**src/rtl/ulp_pkg.sv**
```systemverilog
// shared types and constants of the latency probe
package ulp_pkg;

  // roles
  localparam logic [1:0] ROLE_NONE   = 2'd0;
  localparam logic [1:0] ROLE_CLIENT = 2'd1;
  localparam logic [1:0] ROLE_SERVER = 2'd2;

  // item kinds
  localparam logic KIND_SEND = 1'b0;
  localparam logic KIND_RECV = 1'b1;

  // configuration register indexes
  localparam logic REG_MAGIC = 1'b0;
  localparam logic REG_PEER  = 1'b1;

  // minimum header size in bytes
  localparam logic [15:0] HDR_BYTES = 16'd12;

  // queue between front and back
  localparam int unsigned QUEUE_DEPTH = 2;
  localparam int unsigned QPTR_W      = $clog2(QUEUE_DEPTH);
  localparam int unsigned QCNT_W      = $clog2(QUEUE_DEPTH + 1);

  typedef struct packed {
    logic [15:0] magic_value;
    logic [31:0] peer_id;
  } cfg_t;

  // classified item handed from front to back
  typedef struct packed {
    logic        kind;
    logic [31:0] now_usec;
    logic [15:0] rx_magic;
    logic [15:0] rx_seq;
    logic [31:0] rx_timestamp;
    logic [31:0] rx_ssrc;
    logic [31:0] latency;
    logic        header_ok;
  } item_t;

endpackage

```
**src/rtl/udp_latency_probe.sv**
```systemverilog
// Latency probe with an RTP-like 12-byte header.
// Input channel: in_valid / in_stall carry one event per transfer, either a
// send event (kind 0) or a received header (kind 1), each with the current
// microsecond time. Output channel: out_valid / out_stall carry exactly one
// result per input item, in input order: the stamped or echoed header on a
// send, latency, header check and connection id on a receive, and the
// running role and statistics after the item.
// Configuration: wr_en writes wr_data into register wr_index (0 magic word,
// 1 peer id); write only while no item is in flight.
// Path: an accepted item passes the front register, the two-entry queue and
// the result register before out_valid rises and the result can transfer.
// Throughput: one item per cycle while out_stall is low; the back stage does
// the whole state update (64-bit sum and count, 32-bit min and max compares)
// combinationally, ahead of its state registers.
// Reset (rst, synchronous) clears role, sequence number, template,
// statistics and both registers, and empties the pipeline.
// While out_stall is high the result holds; the queue and the front
// register take up to three further items and then in_stall rises.
module udp_latency_probe (
  input  logic        clk,
  input  logic        rst,
  input  logic        wr_en,
  input  logic        wr_index,
  input  logic [31:0] wr_data,
  input  logic        in_valid,
  output logic        in_stall,
  input  logic        kind,
  input  logic [31:0] now_usec,
  input  logic [15:0] rx_magic,
  input  logic [15:0] rx_seq,
  input  logic [31:0] rx_timestamp,
  input  logic [31:0] rx_ssrc,
  input  logic [15:0] rx_length,
  output logic        out_valid,
  input  logic        out_stall,
  output logic [15:0] out_magic,
  output logic [15:0] out_seq,
  output logic [31:0] out_timestamp,
  output logic [31:0] out_ssrc,
  output logic [1:0]  role_now,
  output logic [31:0] latency,
  output logic [31:0] min_latency,
  output logic [31:0] max_latency,
  output logic [63:0] total_latency,
  output logic [63:0] packet_count,
  output logic        header_ok,
  output logic [31:0] connection_id
);
  import ulp_pkg::*;

  cfg_t  cfg;
  item_t front_item;
  logic  front_valid;
  logic  front_stall;
  item_t queue_item;
  logic  queue_valid;
  logic  queue_take;

  // configuration registers
  always_ff @(posedge clk) begin
    if (rst) begin
      cfg <= '0;
    end else if (wr_en) begin
      case (wr_index)
        REG_MAGIC: cfg.magic_value <= wr_data[15:0];
        REG_PEER:  cfg.peer_id     <= wr_data;
        default:   cfg             <= cfg;
      endcase
    end
  end

  ulp_front u_front (
    .clk          (clk),
    .rst          (rst),
    .cfg          (cfg),
    .in_valid     (in_valid),
    .in_stall     (in_stall),
    .kind         (kind),
    .now_usec     (now_usec),
    .rx_magic     (rx_magic),
    .rx_seq       (rx_seq),
    .rx_timestamp (rx_timestamp),
    .rx_ssrc      (rx_ssrc),
    .rx_length    (rx_length),
    .item         (front_item),
    .item_valid   (front_valid),
    .item_stall   (front_stall)
  );

  ulp_queue u_queue (
    .clk        (clk),
    .rst        (rst),
    .push_item  (front_item),
    .push_valid (front_valid),
    .push_stall (front_stall),
    .pop_item   (queue_item),
    .pop_valid  (queue_valid),
    .pop_take   (queue_take)
  );

  ulp_back u_back (
    .clk           (clk),
    .rst           (rst),
    .cfg           (cfg),
    .item          (queue_item),
    .item_valid    (queue_valid),
    .item_take     (queue_take),
    .out_valid     (out_valid),
    .out_stall     (out_stall),
    .out_magic     (out_magic),
    .out_seq       (out_seq),
    .out_timestamp (out_timestamp),
    .out_ssrc      (out_ssrc),
    .role_now      (role_now),
    .latency       (latency),
    .min_latency   (min_latency),
    .max_latency   (max_latency),
    .total_latency (total_latency),
    .packet_count  (packet_count),
    .header_ok     (header_ok),
    .connection_id (connection_id)
  );

endmodule

```
**src/rtl/ulp_front.sv**
```systemverilog
// front stage: accepts items, measures latency and checks the header
module ulp_front (
  input  logic           clk,
  input  logic           rst,
  input  ulp_pkg::cfg_t  cfg,
  input  logic           in_valid,
  output logic           in_stall,
  input  logic           kind,
  input  logic [31:0]    now_usec,
  input  logic [15:0]    rx_magic,
  input  logic [15:0]    rx_seq,
  input  logic [31:0]    rx_timestamp,
  input  logic [31:0]    rx_ssrc,
  input  logic [15:0]    rx_length,
  output ulp_pkg::item_t item,
  output logic           item_valid,
  input  logic           item_stall
);
  import ulp_pkg::*;

  logic  valid;
  item_t item_reg;
  item_t classified;
  logic  accept;

  assign in_stall   = valid && item_stall;
  assign accept     = in_valid && !in_stall;
  assign item       = item_reg;
  assign item_valid = valid;

  // classify the incoming item
  always_comb begin
    classified              = '0;
    classified.kind         = kind;
    classified.now_usec     = now_usec;
    classified.rx_magic     = rx_magic;
    classified.rx_seq       = rx_seq;
    classified.rx_timestamp = rx_timestamp;
    classified.rx_ssrc      = rx_ssrc;
    if (kind == KIND_RECV) begin
      classified.latency   = now_usec - rx_timestamp;
      classified.header_ok = (rx_length >= HDR_BYTES) && (rx_magic == cfg.magic_value);
    end
  end

  // stage valid
  always_ff @(posedge clk) begin
    if (rst) begin
      valid <= 1'b0;
    end else if (accept) begin
      valid <= 1'b1;
    end else if (!item_stall) begin
      valid <= 1'b0;
    end
  end

  // stage payload
  always_ff @(posedge clk) begin
    if (accept) begin
      item_reg <= classified;
    end
  end

endmodule

```
**src/rtl/ulp_queue.sv**
```systemverilog
// short queue between the front and back stages
module ulp_queue (
  input  logic           clk,
  input  logic           rst,
  input  ulp_pkg::item_t push_item,
  input  logic           push_valid,
  output logic           push_stall,
  output ulp_pkg::item_t pop_item,
  output logic           pop_valid,
  input  logic           pop_take
);
  import ulp_pkg::*;

  item_t               entries [QUEUE_DEPTH];
  logic [QPTR_W-1:0]   wr_ptr;
  logic [QPTR_W-1:0]   rd_ptr;
  logic [QCNT_W-1:0]   count;
  logic                push;
  logic                pop;

  assign push_stall = (count == QCNT_W'(QUEUE_DEPTH));
  assign pop_valid  = (count != '0);
  assign push       = push_valid && !push_stall;
  assign pop        = pop_valid && pop_take;
  assign pop_item   = entries[rd_ptr];

  // pointers and fill count
  always_ff @(posedge clk) begin
    if (rst) begin
      wr_ptr <= '0;
      rd_ptr <= '0;
      count  <= '0;
    end else begin
      if (push) begin
        wr_ptr <= (wr_ptr == QPTR_W'(QUEUE_DEPTH - 1)) ? '0 : wr_ptr + 1'b1;
      end
      if (pop) begin
        rd_ptr <= (rd_ptr == QPTR_W'(QUEUE_DEPTH - 1)) ? '0 : rd_ptr + 1'b1;
      end
      case ({push, pop})
        2'b10:   count <= count + 1'b1;
        2'b01:   count <= count - 1'b1;
        default: count <= count;
      endcase
    end
  end

  // entry storage
  always_ff @(posedge clk) begin
    if (push) begin
      entries[wr_ptr] <= push_item;
    end
  end

endmodule

```
**src/rtl/ulp_back.sv**
```systemverilog
// back stage: role, send template, statistics and the result register
module ulp_back (
  input  logic           clk,
  input  logic           rst,
  input  ulp_pkg::cfg_t  cfg,
  input  ulp_pkg::item_t item,
  input  logic           item_valid,
  output logic           item_take,
  output logic           out_valid,
  input  logic           out_stall,
  output logic [15:0]    out_magic,
  output logic [15:0]    out_seq,
  output logic [31:0]    out_timestamp,
  output logic [31:0]    out_ssrc,
  output logic [1:0]     role_now,
  output logic [31:0]    latency,
  output logic [31:0]    min_latency,
  output logic [31:0]    max_latency,
  output logic [63:0]    total_latency,
  output logic [63:0]    packet_count,
  output logic           header_ok,
  output logic [31:0]    connection_id
);
  import ulp_pkg::*;

  // architectural state
  logic [1:0]  role_state;
  logic [15:0] next_seq;
  logic [15:0] tmpl_magic;
  logic [15:0] tmpl_seq;
  logic [31:0] tmpl_timestamp;
  logic [31:0] tmpl_ssrc;
  logic [31:0] min_store;
  logic [31:0] max_store;
  logic [63:0] total_store;
  logic [63:0] count_store;

  logic [1:0]  role_state_next;
  logic [15:0] next_seq_next;
  logic [15:0] tmpl_magic_next;
  logic [15:0] tmpl_seq_next;
  logic [31:0] tmpl_timestamp_next;
  logic [31:0] tmpl_ssrc_next;
  logic [31:0] min_store_next;
  logic [31:0] max_store_next;
  logic [63:0] total_store_next;
  logic [63:0] count_store_next;

  logic        take;
  logic        is_recv;
  logic [31:0] lat;

  assign item_take = !out_valid || !out_stall;
  assign take      = item_valid && item_take;
  assign is_recv   = (item.kind == KIND_RECV);
  assign lat       = item.latency;

  // next state for one item
  always_comb begin
    role_state_next     = role_state;
    next_seq_next       = next_seq;
    tmpl_magic_next     = tmpl_magic;
    tmpl_seq_next       = tmpl_seq;
    tmpl_timestamp_next = tmpl_timestamp;
    tmpl_ssrc_next      = tmpl_ssrc;
    min_store_next      = min_store;
    max_store_next      = max_store;
    total_store_next    = total_store;
    count_store_next    = count_store;
    if (!is_recv) begin
      if (role_state == ROLE_NONE) begin
        role_state_next = ROLE_CLIENT;
      end
      if (role_state_next == ROLE_CLIENT) begin
        tmpl_magic_next     = cfg.magic_value;
        tmpl_seq_next       = next_seq;
        tmpl_timestamp_next = item.now_usec;
        tmpl_ssrc_next      = cfg.peer_id;
        next_seq_next       = next_seq + 16'd1;
      end
    end else begin
      if (role_state == ROLE_NONE) begin
        role_state_next = ROLE_SERVER;
      end
      count_store_next = count_store + 64'd1;
      total_store_next = total_store + {32'd0, lat};
      if (lat > max_store) begin
        max_store_next = lat;
      end
      if (((lat != '0) && (min_store == '0)) || (lat < min_store)) begin
        min_store_next = lat;
      end
      if (role_state_next == ROLE_SERVER) begin
        tmpl_magic_next     = item.rx_magic;
        tmpl_seq_next       = item.rx_seq;
        tmpl_timestamp_next = item.rx_timestamp;
        tmpl_ssrc_next      = item.rx_ssrc;
      end
    end
  end

  // state registers
  always_ff @(posedge clk) begin
    if (rst) begin
      role_state     <= ROLE_NONE;
      next_seq       <= '0;
      tmpl_magic     <= '0;
      tmpl_seq       <= '0;
      tmpl_timestamp <= '0;
      tmpl_ssrc      <= '0;
      min_store      <= '0;
      max_store      <= '0;
      total_store    <= '0;
      count_store    <= '0;
    end else if (take) begin
      role_state     <= role_state_next;
      next_seq       <= next_seq_next;
      tmpl_magic     <= tmpl_magic_next;
      tmpl_seq       <= tmpl_seq_next;
      tmpl_timestamp <= tmpl_timestamp_next;
      tmpl_ssrc      <= tmpl_ssrc_next;
      min_store      <= min_store_next;
      max_store      <= max_store_next;
      total_store    <= total_store_next;
      count_store    <= count_store_next;
    end
  end

  // result valid
  always_ff @(posedge clk) begin
    if (rst) begin
      out_valid <= 1'b0;
    end else if (take) begin
      out_valid <= 1'b1;
    end else if (!out_stall) begin
      out_valid <= 1'b0;
    end
  end

  // result payload
  always_ff @(posedge clk) begin
    if (take) begin
      out_magic     <= is_recv ? '0 : tmpl_magic_next;
      out_seq       <= is_recv ? '0 : tmpl_seq_next;
      out_timestamp <= is_recv ? '0 : tmpl_timestamp_next;
      out_ssrc      <= is_recv ? '0 : tmpl_ssrc_next;
      role_now      <= role_state_next;
      latency       <= lat;
      min_latency   <= min_store_next;
      max_latency   <= max_store_next;
      total_latency <= total_store_next;
      packet_count  <= count_store_next;
      header_ok     <= item.header_ok;
      connection_id <= item.header_ok ? item.rx_ssrc : '0;
    end
  end

endmodule

```
**config.mk**
```make
export PLATFORM = sky130hd
export DESIGN_NAME = udp_latency_probe
export DESIGN_NICKNAME = d
export VERILOG_FILES = /design/src/rtl/ulp_pkg.sv /design/src/rtl/udp_latency_probe.sv /design/src/rtl/ulp_front.sv /design/src/rtl/ulp_queue.sv /design/src/rtl/ulp_back.sv
export SDC_FILE = /design/constraint.sdc
export NUM_CORES = 2
export LEC_CHECK = 0
export ABC_AREA = 1
export BUFFER_PORTS_ARGS = -buffer_cell sky130_fd_sc_hd__buf_2
export CELL_PAD_IN_SITES_DETAIL_PLACEMENT = 0
export CELL_PAD_IN_SITES_GLOBAL_PLACEMENT = 2
export CORE_MARGIN = 8
export CORE_UTILIZATION = 37
export DETAILED_ROUTE_END_ITERATION = 7
export GPL_ROUTABILITY_DRIVEN = 0
export PLACE_DENSITY_LB_ADDON = 0.1
export SLEW_MARGIN = 5
export SYNTH_ARGS = -nofsm -noshare
export SYNTH_HDL_FRONTEND = slang
export SYNTH_SLANG_ARGS = --single-unit
```
**constraint.sdc**
```tcl
create_clock -name clk -period 22.9 [get_ports clk]
set_input_delay 4.58 -clock clk [delete_from_list [all_inputs] [get_ports clk]]
set_output_delay 4.58 -clock clk [all_outputs]
set_load 0.005 [all_outputs]
```
# After elaboration in Yosys (flattened, before gate mapping)
# Memories as Yosys holds them, arrays and structs flattened. A register that Yosys moved wholly into a read port is not among the register bits.
# Cells that the tools add are included.
[classes] addsub=8 n_reduce_logical=20 n_lt_le_gt_ge=3 n_eq_ne=8 bitwise_logic=2 n_mux=34
[op_table] op="32-bit two-way mux" count=10
[op_table] op="64-bit two-way mux" count=2
[op_table] op="16-bit two-way mux" count=6
[op_table] op="64-bit by 1-bit adder with 64-bit output (second input constant)" count=1
[op_table] op="64-bit by 32-bit adder with 64-bit output" count=1
[op_table] op="32-bit greater-than comparator" count=1
[op_table] op="32-bit zero test" count=1
[op_table] op="32-bit less-than comparator" count=1
[op_table] op="32-bit nonzero test" count=1
[op_table] op="32-bit subtractor" count=1
[op_table] op="16-bit by 1-bit adder with 16-bit output (second input constant)" count=1
[op_table] op="16-bit == test" count=1
[op_table] op="16-bit by 4-bit greater-or-equal comparator with 1-bit output (second input constant)" count=1
[op_table] op="1-bit two-way mux" count=10
[op_table] op="2-bit two-way mux" count=5
[op_table] op="2-bit == test (second input constant)" count=3
[op_table] op="1-bit logical AND" count=6
[op_table] op="2-bit by 1-bit == test with 1-bit output (second input constant)" count=2
[op_table] op="1-bit zero test" count=4
[op_table] op="2-bit one-hot mux with 2 select lines" count=1
[op_table] op="2-bit AND reduction" count=2
[op_table] op="2-bit nonzero test" count=2
[op_table] op="3-bit AND reduction" count=1
[op_table] op="1-bit adder (second input constant)" count=2
[op_table] op="7 further kinds" count=9
[word_totals] mem_bits_rw=324 word_cells=113 out_inout_bits=357 inputBits=183 memories=1 register_bits=877
[mem_list] memory="u_queue.entries" depth=2 word_bits=162 rd=1 rd_ports_with_merged_regs=1 wr=1 line="ulp_queue.sv:14" rtl="item_t entries [QUEUE_DEPTH];"

# Logic depth before layout (Yosys ltp)
[depth] word_depth=6 ltp_mapped=23 mapped_depth_nobuf=21

# Modules after synthesis
# From an unflattened synthesis, not the netlist that was laid out.
[unflattened] cells_unflattened=5789 hier_area_um2=55758.5
[modules_own_cells] module="ulp_back" area_per_inst_um2=33773.6 n_inst=1 cells_per_inst=4215 seq_area_each_um2=16806.1
[modules_own_cells] module="ulp_queue" area_per_inst_um2=12253.0 n_inst=1 cells_per_inst=544 seq_area_each_um2=9829.4
[modules_own_cells] module="ulp_front" area_per_inst_um2=7863.8 n_inst=1 cells_per_inst=782 seq_area_each_um2=4884.7
[modules_own_cells] module="udp_latency_probe" area_per_inst_um2=1868.0 n_inst=1 cells_per_inst=248 seq_area_each_um2=960.9

# Worst setup path before layout
# No wires, ideal clock.
[synth_path] path_kind="input -> register" from="input port out_stall" to="register u_queue.count[1]" path_buffers=3 setup_ns=0.122 arrival_ns=17.106 required_time_ns=22.778 path_stages=11 path_slack_ns=5.672 path_cell_list="nand2_1 -> o21ai_0 -> buf_2 -> clkinv_1 -> clkbuf_1 -> clkbuf_1 -> ha_1 -> a21oi_1 -> o21ai_0 -> o21ai_0 -> a21oi_1"
[synth_via] elab_chain_len=5 word_cells_on_any_way=7 cone_classes="eq/ne (2); mux (1); reduce/logical (4)"
[synth_lines] element="start, declared" line="udp_latency_probe.sv:35" rtl="input logic out_stall,"
[synth_lines] element="1-bit zero test (*)" line="ulp_back.sv:53" rtl="assign item_take = !out_valid || !out_stall;"
[synth_lines] element="1-bit logical OR (*)" line="ulp_back.sv:53"
[synth_lines] element="1-bit logical AND (*)"
[synth_lines] element="via u_back.take" line="ulp_back.sv:49" rtl="logic take;"
[synth_lines] element="2-bit by 1-bit == test with 1-bit output / 2-bit == test (equally long branches)" line="ulp_queue.sv:40" rtl="case ({push, pop})"
[synth_lines] element="2-bit one-hot mux with 2 select lines / 2-bit nonzero test (equally long branches)"
[synth_lines] element="end signal, assigned" line="ulp_queue.sv:41" rtl="2'b10: count <= count + 1'b1;"
[synth_lines] element="end signal, assigned" line="ulp_queue.sv:42" rtl="2'b01: count <= count - 1'b1;"
[synth_lines] element="end signal, assigned" line="ulp_queue.sv:43" rtl="default: count <= count;"
[synth_lines] element="end, declared" line="ulp_queue.sv:17" rtl="logic [QCNT_W-1:0] count;"
# Mark *: on every way through the listed nets, which the timed path passes. The rest lies on a longest branch.
# A chain may end at the register's enable or synchronous reset.

# Worst setup path after layout
[layout_path] from="input port now_usec[0]" to="register u_front.item_reg (netlist bit u_front.item[25]), data pin"
[layout_via] elab_chain_len=1
[layout_lines] element="start, declared" line="udp_latency_probe.sv:28" rtl="input logic [31:0] now_usec,"
[layout_lines] element="32-bit subtractor" line="ulp_front.sv:41" rtl="classified.latency = now_usec - rx_timestamp;"
[layout_lines] element="end signal, assigned" line="ulp_front.sv:60" rtl="item_reg <= classified;"
[layout_lines] element="end, declared" line="ulp_front.sv:22" rtl="item_t item_reg;"
# Every way passes these cells.

==> reports/metrics.cfg <==
[outcome]
status = complete, no violations

[timing]
slew_headroom_pct = 23.3
fin_crit_sh_pct = 29.8
max_freq_ghz = 0.147
finClkSkew_ns = 0.0329
fin_ws_ns = 16.07
rsz0062_at_grt = false
period_needed_ns = 6.83
worst_pin_slew_ns = 1.15
finalMaxSlewViolations = 0
hold_violations = 0
tns_ns = 0
report.final.setup_viol = 0

[cts]
numCtsBuffers = 137
clk_latency_ns = 0.77
clk_pin_slew_ns = 0.06
root_buffer = clkbuf_16
cts_tree = done
clock-sinks = 1202
cts_setup_buffers = 0
htree_levels = 4
clockBufferDepth = 3
post_cts_resized = 0
postCtsHoldBufs = 0

[flow_run]
timing.max_cap.violations = 0

[global_route]
met2_usage_pct = 33.0
use_met1_pct = 28.4
antenna_found_initial = 38
grt_pass1_vias = 39500
grt_pass1_wl_mm = 253
gr-max-usage-layer = met2
grt_max_degree = 195
grt_overflow = 0
grt_usage_pct = 20.9
grt_use_met3_pct = 5.75

[critical_path]
arrival_ns = 7.33
critPathMostFrequentCell = nand2_1
worst-endpoint-required_ns = 23.40
crit_fanout = 3
worstSetupStartpointType = input port
crit_chain = buf_2, inv_1, ha_1, fa_1, o21ai_0, a21oi_1, o21ai_0, a21oi_1, o21bai_1, nand2_1, nand2_1, nand2_1, nand2_1, nor2_1
cp-end-kind = flip-flop
crit_type = in2reg
slowest_delay_ns = 0.50
slowest_stage = o21ai_0

[detailed_routing]
wl_per_cell_um = 20.8
drc = 0
antenna_left = 0
viasPerCell = 4.98
vias = 41000
drt_wl_total_mm = 171
drt-initial-drc-count = 2619
first_pass_iters = 6

[placed_design]
pre_cts_ws_ns = 15.35
port_buffers = 537
placed_area_mm2 = 0.0586
place.detailed.hpwl_mm = 114

[die]
dieArea_mm2 = 0.159
num_rows = 140
placeableCoreArea_mm2 = 0.145
io_pins = 540
die_x_um = 398
initial_utilization_pct = 37.2
fp.dieH_um = 398

[finish]
largest_reg_flops = 324
fill_cells = 14300
syn2layout_area_growth_pct = 17.1
drive_gt1_share_pct = 13.4
fin_nets = 6489
stdcell_area_mm2 = 0.0633

[logic_synthesis]
ys_warn_count = 0
synth_top_area_cell = edfxtp_1
ys_ff_latch = 1202
yosys.cell_count.top_type = nand2_1
synth_nets = 6024
synth_cell_types = 57
synthTopCellsByCount = nand2_1 (1237), edfxtp_1 (841), inv_1 (733)
synth-edff-count = 841
syn_area_mm2 = 0.0541
synthFlopType = edfxtp_1
netlist.area_leader.share_pct = 46.7
synth.area.top_cells = edfxtp_1 (47%), dfxtp_1 (13%), nand2_1 (8.6%)
async_flop_share_pct = 0
yosysSeqAreaShare_pct = 60.0
avgSynthCellArea_um2 = 9.48
netlist_instances = 5710

[power]
total_power_mw = 8.99
p_per_area_mw_per_mm2 = 142
p_leak_nw = 27.1
vdd_drop_max_uv = 144

[worst_hold_path]
hold_path.class = reg2reg

[metal layers]
| metal | wire, µm | vias up |
|---|---|---|
| li1 | - | 20300 |
| met1 | 77800 | 19400 |
| met2 | 76900 | 981 |
| met3 | 12600 | 229 |
| met4 | 3350 | 28 |
| met5 | 174 | - |
[cells by family (layout without fill, tap and decap cells)]
group / Yosys count / in the layout / synth area share [%]
and+or+nand+nor: 2249 / 2249 / 17.4
DFF: 1202 / 1202 / 60.0
AOI/OAI and AO/OA: 1022 / 1022 / 10.5
buffers and inverters: 985 / 1567 / 7.01
adders and majority gates: 131 / 131 / 3.06
xor gates and xnor gates: 88 / 88 / 1.42
muxes: 33 / 33 / 0.611
other: 0 / 18 / 0
[critical path, delay by kind of cell]
family,cells,cell delay (ns)
fa+ha+maj,2,0.62
compound gates,5,1.59
buf+inv,2,0.14
simple gates,5,0.40
[through the flow]
| step | hold slack (ns) | instances | util (%) |
|---|---|---|---|
| detailed placement | 0.429 | 7953 | 40.3 |
| global route | 0.449 | 8212 | 43.5 |
| CTS | 0.440 | 8209 | 43.5 |
| floorplan | 0.421 | 5710 | - |
| finish | 0.439 | 8227 | 43.6 |
| global placement | 0.422 | 7953 | 40.3 |
[placed cells by master, fill, tap and decap left out, types with 5 or more instances in the layout]
master         n
nand2_1     1236
edfxtp_1     841
inv_1        731
buf_2        536
nor2_1       456
o21ai_0      390
dfxtp_1      359
nand3_1      339
a21oi_1      338
clkbuf_16    142
o211ai_1     135
ha_1         129
xor2_1        80
a31oi_1       79
nor3_1        75
o21ai_1       38
nand4_1       37
nor4_1        35
mux2i_1       33
buf_4         27
clkbuf_1      26
clkinv_2      21
clkinv_1      20
diode_2       18
bufinv_16     15
nand2_2       14
o21bai_1      10
clkbuf_8      10
inv_6          9
clkinvlp_4     9
o21a_1         8
xnor2_1        8
or2_1          7
or2_2          7
nor2_4         7
buf_12         6
nor3_2         5
and3_1         5
[layout make-up]
| class | count | area, µm² | share of cell area [%] |
|---|---|---|---|
| flip-flops and latches | 1202 | 32500 | 51.3 |
| multi-input cells | 3523 | 17900 | 28.2 |
| clock buffers | 178 | 3790 | 5.98 |
| repair buffers | 570 | 3020 | 4.76 |
| inverters | 741 | 2820 | 4.45 |
| well taps | 1917 | 2400 | 3.79 |
| clock inverters | 78 | 915 | 1.44 |
| diodes | 18 | 45.0 | 0.0711 |
[power breakdown]
| group | internal [mW] | total, mW | switching [mW] | leakage [nW] |
|---|---|---|---|---|
| Sequential | 3.14 | 3.48 | 0.334 | 11.0 |
| Combinational | 0.957 | 3.24 | 2.28 | 13.8 |
| Clock | 1.35 | 2.28 | 0.929 | 2.28 |
| Total | 5.45 | 8.99 | 3.54 | 27.1 |
[path summary, 6_finish.rpt]
| kind | start | end | slack, ns | cells past startpoint |
|---|---|---|---|---|
| hold / removal | u_front.item[135] | u_queue.entries[0][135] | 0.44 | 0 |
| setup reg to reg | flip-flop | u_back.total_latency[39] | 17.45 | 15 |
| setup / recovery | now_usec[0] | u_front.item[25] | 16.07 | 14 |
| hold reg to reg | u_front.item[135] | u_queue.entries[0][135] | 0.44 | 0 |
Note: power is estimated with default switching activity, not from simulation.
